### src/rtl/msrs_ram.sv
module msrs_ram #(
	parameter int WIDTH = 8,
	parameter int DEPTH = 16
) (
	input  logic                                     clk,
	input  logic                                     we,
	input  logic [(DEPTH > 1 ? $clog2(DEPTH) : 1)-1:0] waddr,
	input  logic [WIDTH-1:0]                         wdata,
	input  logic                                     re,
	input  logic [(DEPTH > 1 ? $clog2(DEPTH) : 1)-1:0] raddr,
	output logic [WIDTH-1:0]                         rdata
);

	logic [WIDTH-1:0] mem_q [DEPTH];

	// single write port
	always_ff @(posedge clk) begin
		if (we) begin
			mem_q[waddr] <= wdata;
		end
	end

	// registered read port
	always_ff @(posedge clk) begin
		if (re) begin
			rdata <= mem_q[raddr];
		end
	end

endmodule

### config.mk
export PLATFORM = sky130hd
export DESIGN_NAME = msrs_ram
export DESIGN_NICKNAME = d
export VERILOG_FILES = /design/src/rtl/msrs_ram.sv
export SDC_FILE = /design/constraint.sdc
export NUM_CORES = 1
export LEC_CHECK = 0
export ABC_AREA = 1
export BUFFER_PORTS_ARGS = -buffer_cell sky130_fd_sc_hd__buf_2
export CAP_MARGIN = 20
export CORE_MARGIN = 2
export CORE_UTILIZATION = 40
export DETAILED_ROUTE_END_ITERATION = 10
export GPL_ROUTABILITY_DRIVEN = 0
export GPL_TIMING_DRIVEN = 0
export MAX_ROUTING_LAYER = met4
export PLACE_DENSITY = 0.58
export SKIP_LAST_GASP = 1
export SYNTH_ARGS = -nofsm -noshare
export SYNTH_HDL_FRONTEND = slang
export SYNTH_SLANG_ARGS = --single-unit
export TNS_END_PERCENT = 50
### constraint.sdc
create_clock -name clk -period 1.47 [get_ports clk]
set_clock_uncertainty 0.15 [all_clocks]
set_input_delay 0.0735 -clock clk [delete_from_list [all_inputs] [get_ports clk]]
set_output_delay 0.0735 -clock clk [all_outputs]
set_load 0.005 [all_outputs]
Word level (Yosys, flattened, before mapping)
Memory sizes are Yosys's and may differ from the RTL's. A register that Yosys moved wholly into a read port is not among the register bits.
Cells that the tools add are included.
{"block": "classes", "mux": 2}
{"op": "$mux 1", "n": 2}
{"block": "word_totals", "reg_bits": 0, "ramBits": 128, "input_bits": 19, "n_memories": 1}
{"name": "mem_q", "words": 16, "word_bits": 8, "rd": 1, "rd_ports_with_merged_regs": 1, "write_ports": 1, "line": "14", "source": "logic [WIDTH-1:0] mem_q [DEPTH];"}

Depth between registers and ports, before layout
Gate-level depths: netlist of the first run.
{"block": "logic_depth", "ltp_word": 2, "mapped_depth": 8, "mapped_depth_nobuf": 7}

Worst setup path before layout of the first run
OpenSTA, ideal clock, no wires.
{"block": "synth_timing", "kind": "input to register", "start": "input port waddr[2] in the netlist's numbering", "end": "memory mem_q[10][0] (enable)", "t_arrival_ps": 654, "t_required_ps": 950, "path_slack_ps": 296, "cell_stages": 2, "path_buffers": 0, "cell_sequence": "nand3b_1 > nor2_1"}
{"element": "start: declaration", "line": "7", "source": "input logic [(DEPTH > 1 ? $clog2(DEPTH) : 1)-1:0] waddr,"}
{"element": "end: declaration", "line": "14"}
Straight into the memory's write port.

Worst setup path in the final report of the first run
{"block": "layout_timing", "start": "input port waddr[3] in the netlist's numbering", "end": "memory mem_q[7][1] (enable)"}
Straight into the memory's write port.

==> results.sh, run 1 <==
export IMPL_outcome="finished clean"
export IMPL_firstDrtPassIters=5
export IMPL_intPower_uw=7380
export IMPL_portBuffers=23
export IMPL_insertion_delay_ns=0.41
export IMPL_num_io_pins=27
export IMPL_core_um2=14400
export IMPL_p_switching_uw=2010
export IMPL_maxCapViolations=0
export IMPL_setup_ws_ns=0.103
export IMPL_yosysTopAreaCell="edfxtp_1"
export IMPL_yosysSeqAreaShare=0.698
export IMPL_layout_cells_non_filler=798
export IMPL_met3_usage=0.0460
export IMPL_synthesis_nets=570
export IMPL_synth_edf_count=136
export IMPL_ir_drop_uv=724
export IMPL_drv_slew=0
export IMPL_yosysWarnings=0
export IMPL_ys_types=11
export IMPL_avgRoutedWirePerCell_um=18.0
export IMPL_combPwrFrac=0.062
export IMPL_synthTopCellsByCount="nand2_1, edfxtp_1, inv_1"
export IMPL_use_met2=0.303
export IMPL_cp_required_ns=1.35
export IMPL_cts_root_buffer="clkbuf_16"
export IMPL_synth_area_leaders="edfxtp_1, nand2_1, nand3_1"
export IMPL_met1_usage=0.256
export IMPL_clock_power_share=0.470
export IMPL_core_rowCount=44
export IMPL_num_vias=3901
export IMPL_final_area_um2=6890
export IMPL_drtIter0Drc=531
export IMPL_grt_pass1_wl_mm=22.0
export IMPL_cts_buffers=17
export IMPL_tns_ns=0
export IMPL_start_util=0.405
export IMPL_nNetsFinal=621
export IMPL_cts_tree="built"
export IMPL_worst_slew_pin_transition_ns=1.01
export IMPL_post_cts_buffers=0
export IMPL_postLayoutCoreUtil=0.478
export IMPL_synthArstFlopShare=0
export IMPL_syn_area_per_cell_um2=10.6
export IMPL_fp_dieArea_um2=15600
export IMPL_dieWidth_um=125
export IMPL_clockBufferDepth=2
export IMPL_cts_resized=0
export IMPL_relSlewSlack=0.321
export IMPL_via_per_inst=4.89
export IMPL_cts_sinks=136
export IMPL_holdCritPathClass="input port to register"
export IMPL_path_clk_slew_ns=0.05
export IMPL_p_sw_frac=0.214
export IMPL_ys_ff_latch=136
export IMPL_drt_total_wl_mm=14.4
export IMPL_grt_busiest_layer="met2"
export IMPL_rsz0062_at_grt="no"
export IMPL_final_antenna_net_count=0
export IMPL_worst_r2r_setup_slack_ns=0.12
export IMPL_worstPathMaxFanout=8
export IMPL_yosysTopAreaCellShare=0.698
export IMPL_yosysMostFrequentCell="nand2_1"
export IMPL_htree_levels=4
export IMPL_layout_worst_path_cycle_share=0.930
export IMPL_fmaxAchievable_ghz=0.731
export IMPL_route_detailed_drc=0
export IMPL_areaGrowthSynthToFinish_pct=17.9
export IMPL_grt_max_degree=17
export IMPL_period_needed_ns=1.37
export IMPL_dieHeight_um=125
export IMPL_hold_viol_final=0
export IMPL_antenna_found_initial=0
export IMPL_finalSetupViolCount=0
export IMPL_crit_arrival_ns=1.25
export IMPL_drive_gt1_frac=0.125
export IMPL_gr_total_overflow=0
export IMPL_pre_cts_slack_ns=-0.321
export IMPL_grt_pass1_vias=3764
export IMPL_netlist_instances=551
export IMPL_cp_start_kind="input port"
export IMPL_num_antenna_cells=0
export IMPL_power_density_nw_per_um2=1360
export IMPL_leakagePower_uw=0.00296
export IMPL_path_class="input port to register"
export IMPL_track_usage=0.198
export IMPL_crit_path_end_kind="register"
export IMPL_synthFlopType="edfxtp_1"
export IMPL_place_inst=758
export IMPL_pwr_share_seq=0.468
export IMPL_syn_area_um2=5850
export IMPL_hpwlAfterDp_mm=9.11
export IMPL_place_area_um2=6190
-- cells by family (layout without fill, tap and decap cells) --
group / count (synthesis) / in the layout / synth area share
buffers and inverters: 126 / 189 / 0.0939
and+or+nand+nor: 289 / 289 / 0.208
DFF: 136 / 136 / 0.698
-- sequential cells by signal, indices dropped and copies added, names as in the netlist --
| register | cells |
|---|---|
| rdata | 8 |
| mem_q | 128 |
-- through the flow --
stage / hold WS [ns] / total power [uW]
2_1_floorplan: 0.0224 / 4780
3_3_place_gp: 0.289 / 5020
3_5_place_dp: 0.292 / 5030
4_1_cts: 0.0709 / 9400
5_1_grt: 0.102 / 9620
6_report: 0.0830 / 9380
-- layout by cell type, fill, tap and decap left out, drive strengths merged --
cell type and count:
bufinv 4, nand3b 2, inv 102, clkbuf 19, edfxtp 136, buf 47
nor2 17, clkinv 7, dlygate4sd3 9, nand3 97, nand2 173, clkinvlp 1
-- path summary, 6_finish.rpt --
check        cells after the start         start           to
max                              3      waddr[3]  mem_q[7][1]
min                              4      raddr[2]     rdata[6]
max reg2reg                      6   mem_q[2][2]     rdata[2]
min reg2reg                      6  mem_q[12][5]     rdata[5]
-- worst max-delay path: stages --
cell and delay [ns]:
buf_2 0.12, nand3b_1 0.24, nor2_1 0.80
-- cell type report --
class	instances	area, um^2
Inverter	102	383
Buffer	24	166
Clock inverter	12	178
Tap cell	184	230
Sequential cell	136	4080
Multi-Input combinational cell	289	1210
Fill cell	1367	7530
Timing Repair Buffer	32	205
Clock buffer	19	433
-- layer usage --
metal / wire length [um] / vias up
li1: - / 1885
met4: 343 / 0
met2: 6740 / 145
met5: 0 / -
met3: 820 / 16
met1: 6460 / 1855
-- timing repair --
action	in CTS	in global routing
endpoints found under the setup margin	0	0
endpoints found under the hold margin	136	0
hold buffers	9	0
-- power by group through the flow --
stage          logic [uW]  registers (uW)  clock network (uW)
2_1_floorplan         306            4470                   0
3_3_place_gp          547            4470                   0
3_5_place_dp          556            4470                   0
5_1_grt               640            4400                4590
6_report              580            4390                4410
4_1_cts               580            4390                4430
(Power assumes the default switching activity.)
==> run 2, diff against run 1 <==
- REMOVE_ABC_BUFFERS: unset -> 1
==> results.sh, run 2 (synthesized netlist as in run 1, its figures left out) <==
export IMPL_place_inst=738
export IMPL_crit_arrival_ns=1.33
export IMPL_use_met2=0.278
export IMPL_antenna_found_initial=0
export IMPL_num_vias=3689
export IMPL_portBuffers=26
export IMPL_drv_slew=0
export IMPL_worst_r2r_setup_slack_ns=0.10
export IMPL_outcome="finished clean"
export IMPL_start_util=0.405
export IMPL_crit_path_end_kind="register"
export IMPL_fmaxAchievable_ghz=0.732
export IMPL_layout_cells_non_filler=780
export IMPL_holdCritPathClass="input port to register"
export IMPL_met3_usage=0.0339
export IMPL_fill_cells=1308
export IMPL_relSlewSlack=0.310
export IMPL_hold_viol_final=0
export IMPL_power_density_nw_per_um2=1350
export IMPL_path_clk_slew_ns=0.05
export IMPL_regArea_um2=4080
export IMPL_worst_slew_pin_transition_ns=1.03
export IMPL_met1_usage=0.213
export IMPL_top_register="mem_q"
export IMPL_finalSetupViolCount=0
export IMPL_multiInputGateArea_um2=1210
export IMPL_cts_buffers=17
export IMPL_cpPeakStageDelay_ns=0.37
export IMPL_track_usage=0.168
export IMPL_num_antenna_cells=0
export IMPL_grt_busiest_layer="met2"
export IMPL_cp_top_family="simple AND/OR/NAND/NOR gates"
export IMPL_final_cell_mix="nand2_1, edfxtp_1, inv_1"
export IMPL_grt_pass1_vias=3551
export IMPL_cp_required_ns=1.44
export IMPL_path_class="register to register"
export IMPL_grt_pass1_wl_mm=19.2
export IMPL_cts_root_buffer="clkbuf_16"
export IMPL_dieWidth_um=125
export IMPL_path_common_cell="nand3_1"
export IMPL_areaGrowthSynthToFinish_pct=15.8
export IMPL_top_regs="mem_q (128), rdata (8)"
export IMPL_drtIter0Drc=335
export IMPL_gr_total_overflow=0
export IMPL_period_needed_ns=1.37
export IMPL_drt_total_wl_mm=12.3
export IMPL_leakagePower_uw=0.00287
export IMPL_cp_start_kind="register"
export IMPL_critPathBufInv=1
export IMPL_fp_dieArea_um2=15600
export IMPL_crit_chain="inv_1 -> nand2_1 -> nand3_1 -> nand3_1 -> nand3_1 -> nand2_1"
export IMPL_worstPathMaxFanout=1
export IMPL_layout_worst_path_cycle_share=0.930
export IMPL_slowest_stage="edfxtp_1"
export IMPL_grt_max_degree=65
export IMPL_hpwlAfterDp_mm=7.21
export IMPL_nNetsFinal=603
export IMPL_largest_register_ffs=128
export IMPL_core_um2=14400
export IMPL_clockBufferDepth=2
export IMPL_maxCapViolations=0
export IMPL_postLayoutCoreUtil=0.470
export IMPL_insertion_delay_ns=0.40
export IMPL_ir_drop_uv=709
export IMPL_final_common_cell="nand2_1"
export IMPL_cts_sinks=136
export IMPL_route_detailed_drc=0
export IMPL_core_rowCount=44
export IMPL_rsz0062_at_grt="no"
export IMPL_avgRoutedWirePerCell_um=15.8
export IMPL_num_io_pins=27
export IMPL_firstDrtPassIters=5
export IMPL_cts_tree="built"
export IMPL_drive_gt1_frac=0.0956
export IMPL_htree_levels=4
export IMPL_final_antenna_net_count=0
export IMPL_via_per_inst=4.73
export IMPL_dieHeight_um=125
run 2: changes by cell type in the layout (fill, tap and decap cells not counted):
| cell | previous run | this run |
|---|---|---|
| buf_12 | 0 | 1 |
| buf_1 | 1 | 0 |
| inv_1 | 100 | 99 |
| clkinv_1 | 0 | 4 |
| buf_2 | 36 | 24 |
| clkinvlp_4 | 1 | 2 |
| inv_2 | 2 | 0 |
| inv_6 | 0 | 1 |
| clkinv_4 | 4 | 0 |
| inv_4 | 0 | 1 |
| buf_6 | 6 | 0 |
run 2: cell type report:
type | instances | area share
Sequential cell | 136 | 0.603
Clock inverter | 12 | 0.0233
Clock buffer | 19 | 0.0639
Timing Repair Buffer | 38 | 0.0384
Multi-Input combinational cell | 289 | 0.179
Inverter | 102 | 0.0582
Tap cell | 184 | 0.0340
run 2: power by group:
group | total, uW | switching, uW | leakage (uW) | internal, uW
clock network | 4250 | 1460 | 0.000287 | 2790
logic | 512 | 356 | 0.00135 | 156
registers | 4390 | 19.1 | 0.00124 | 4370
total | 9150 | 1830 | 0.00287 | 7320
run 2: worst paths after layout:
kind / startpoint / endpoint / cells past startpoint
setup / recovery: mem_q[6][0] / rdata[0] / 6
hold / removal: raddr[3] / rdata[1] / 3
setup reg to reg: mem_q[6][0] / rdata[0] / 6
hold reg to reg: mem_q[10][6] / rdata[6] / 6
run 2: layer usage:
layer  share of wire  up-vias
li1                -     1845
met1            0.44     1755
met2            0.52       82
met3           0.038        7
met4          0.0083        0
met5               0        -
run 2: repair_timing:
action	CTS	global route
buffers inserted	0	2
pin swaps	0	0
endpoints found under the hold margin	136	0
cloned	0	0
gates resized for setup	4	3
setup endpoints to repair	8	5
hold buffers	9	0
run 2: worst reg2reg max path: stages, from the launching register on:
cell and delay [ns]:
edfxtp_1 0.37, inv_1 0.06, nand2_1 0.05, nand3_1 0.08, nand3_1 0.10, nand3_1 0.14
nand2_1 0.14
run 2: stage by stage:
stage | setup WS [ns] | hold slack (ns) | setup TNS (ns) | power (uW) | cell area [um^2]
global route | 0.0377 | 0.0445 | 0 | 9450 | 6770
finish | 0.103 | 0.0388 | 0 | 9150 | 6770
CTS | -0.00778 | 0.0225 | -0.00778 | 9220 | 6750
floorplan | 0.126 | 0.0224 | 0 | 4710 | 5680
global placement | -1.53 | 0.297 | -27.57 | 4940 | 6040
detailed placement | -0.866 | 0.302 | -29.26 | 4960 | 6060
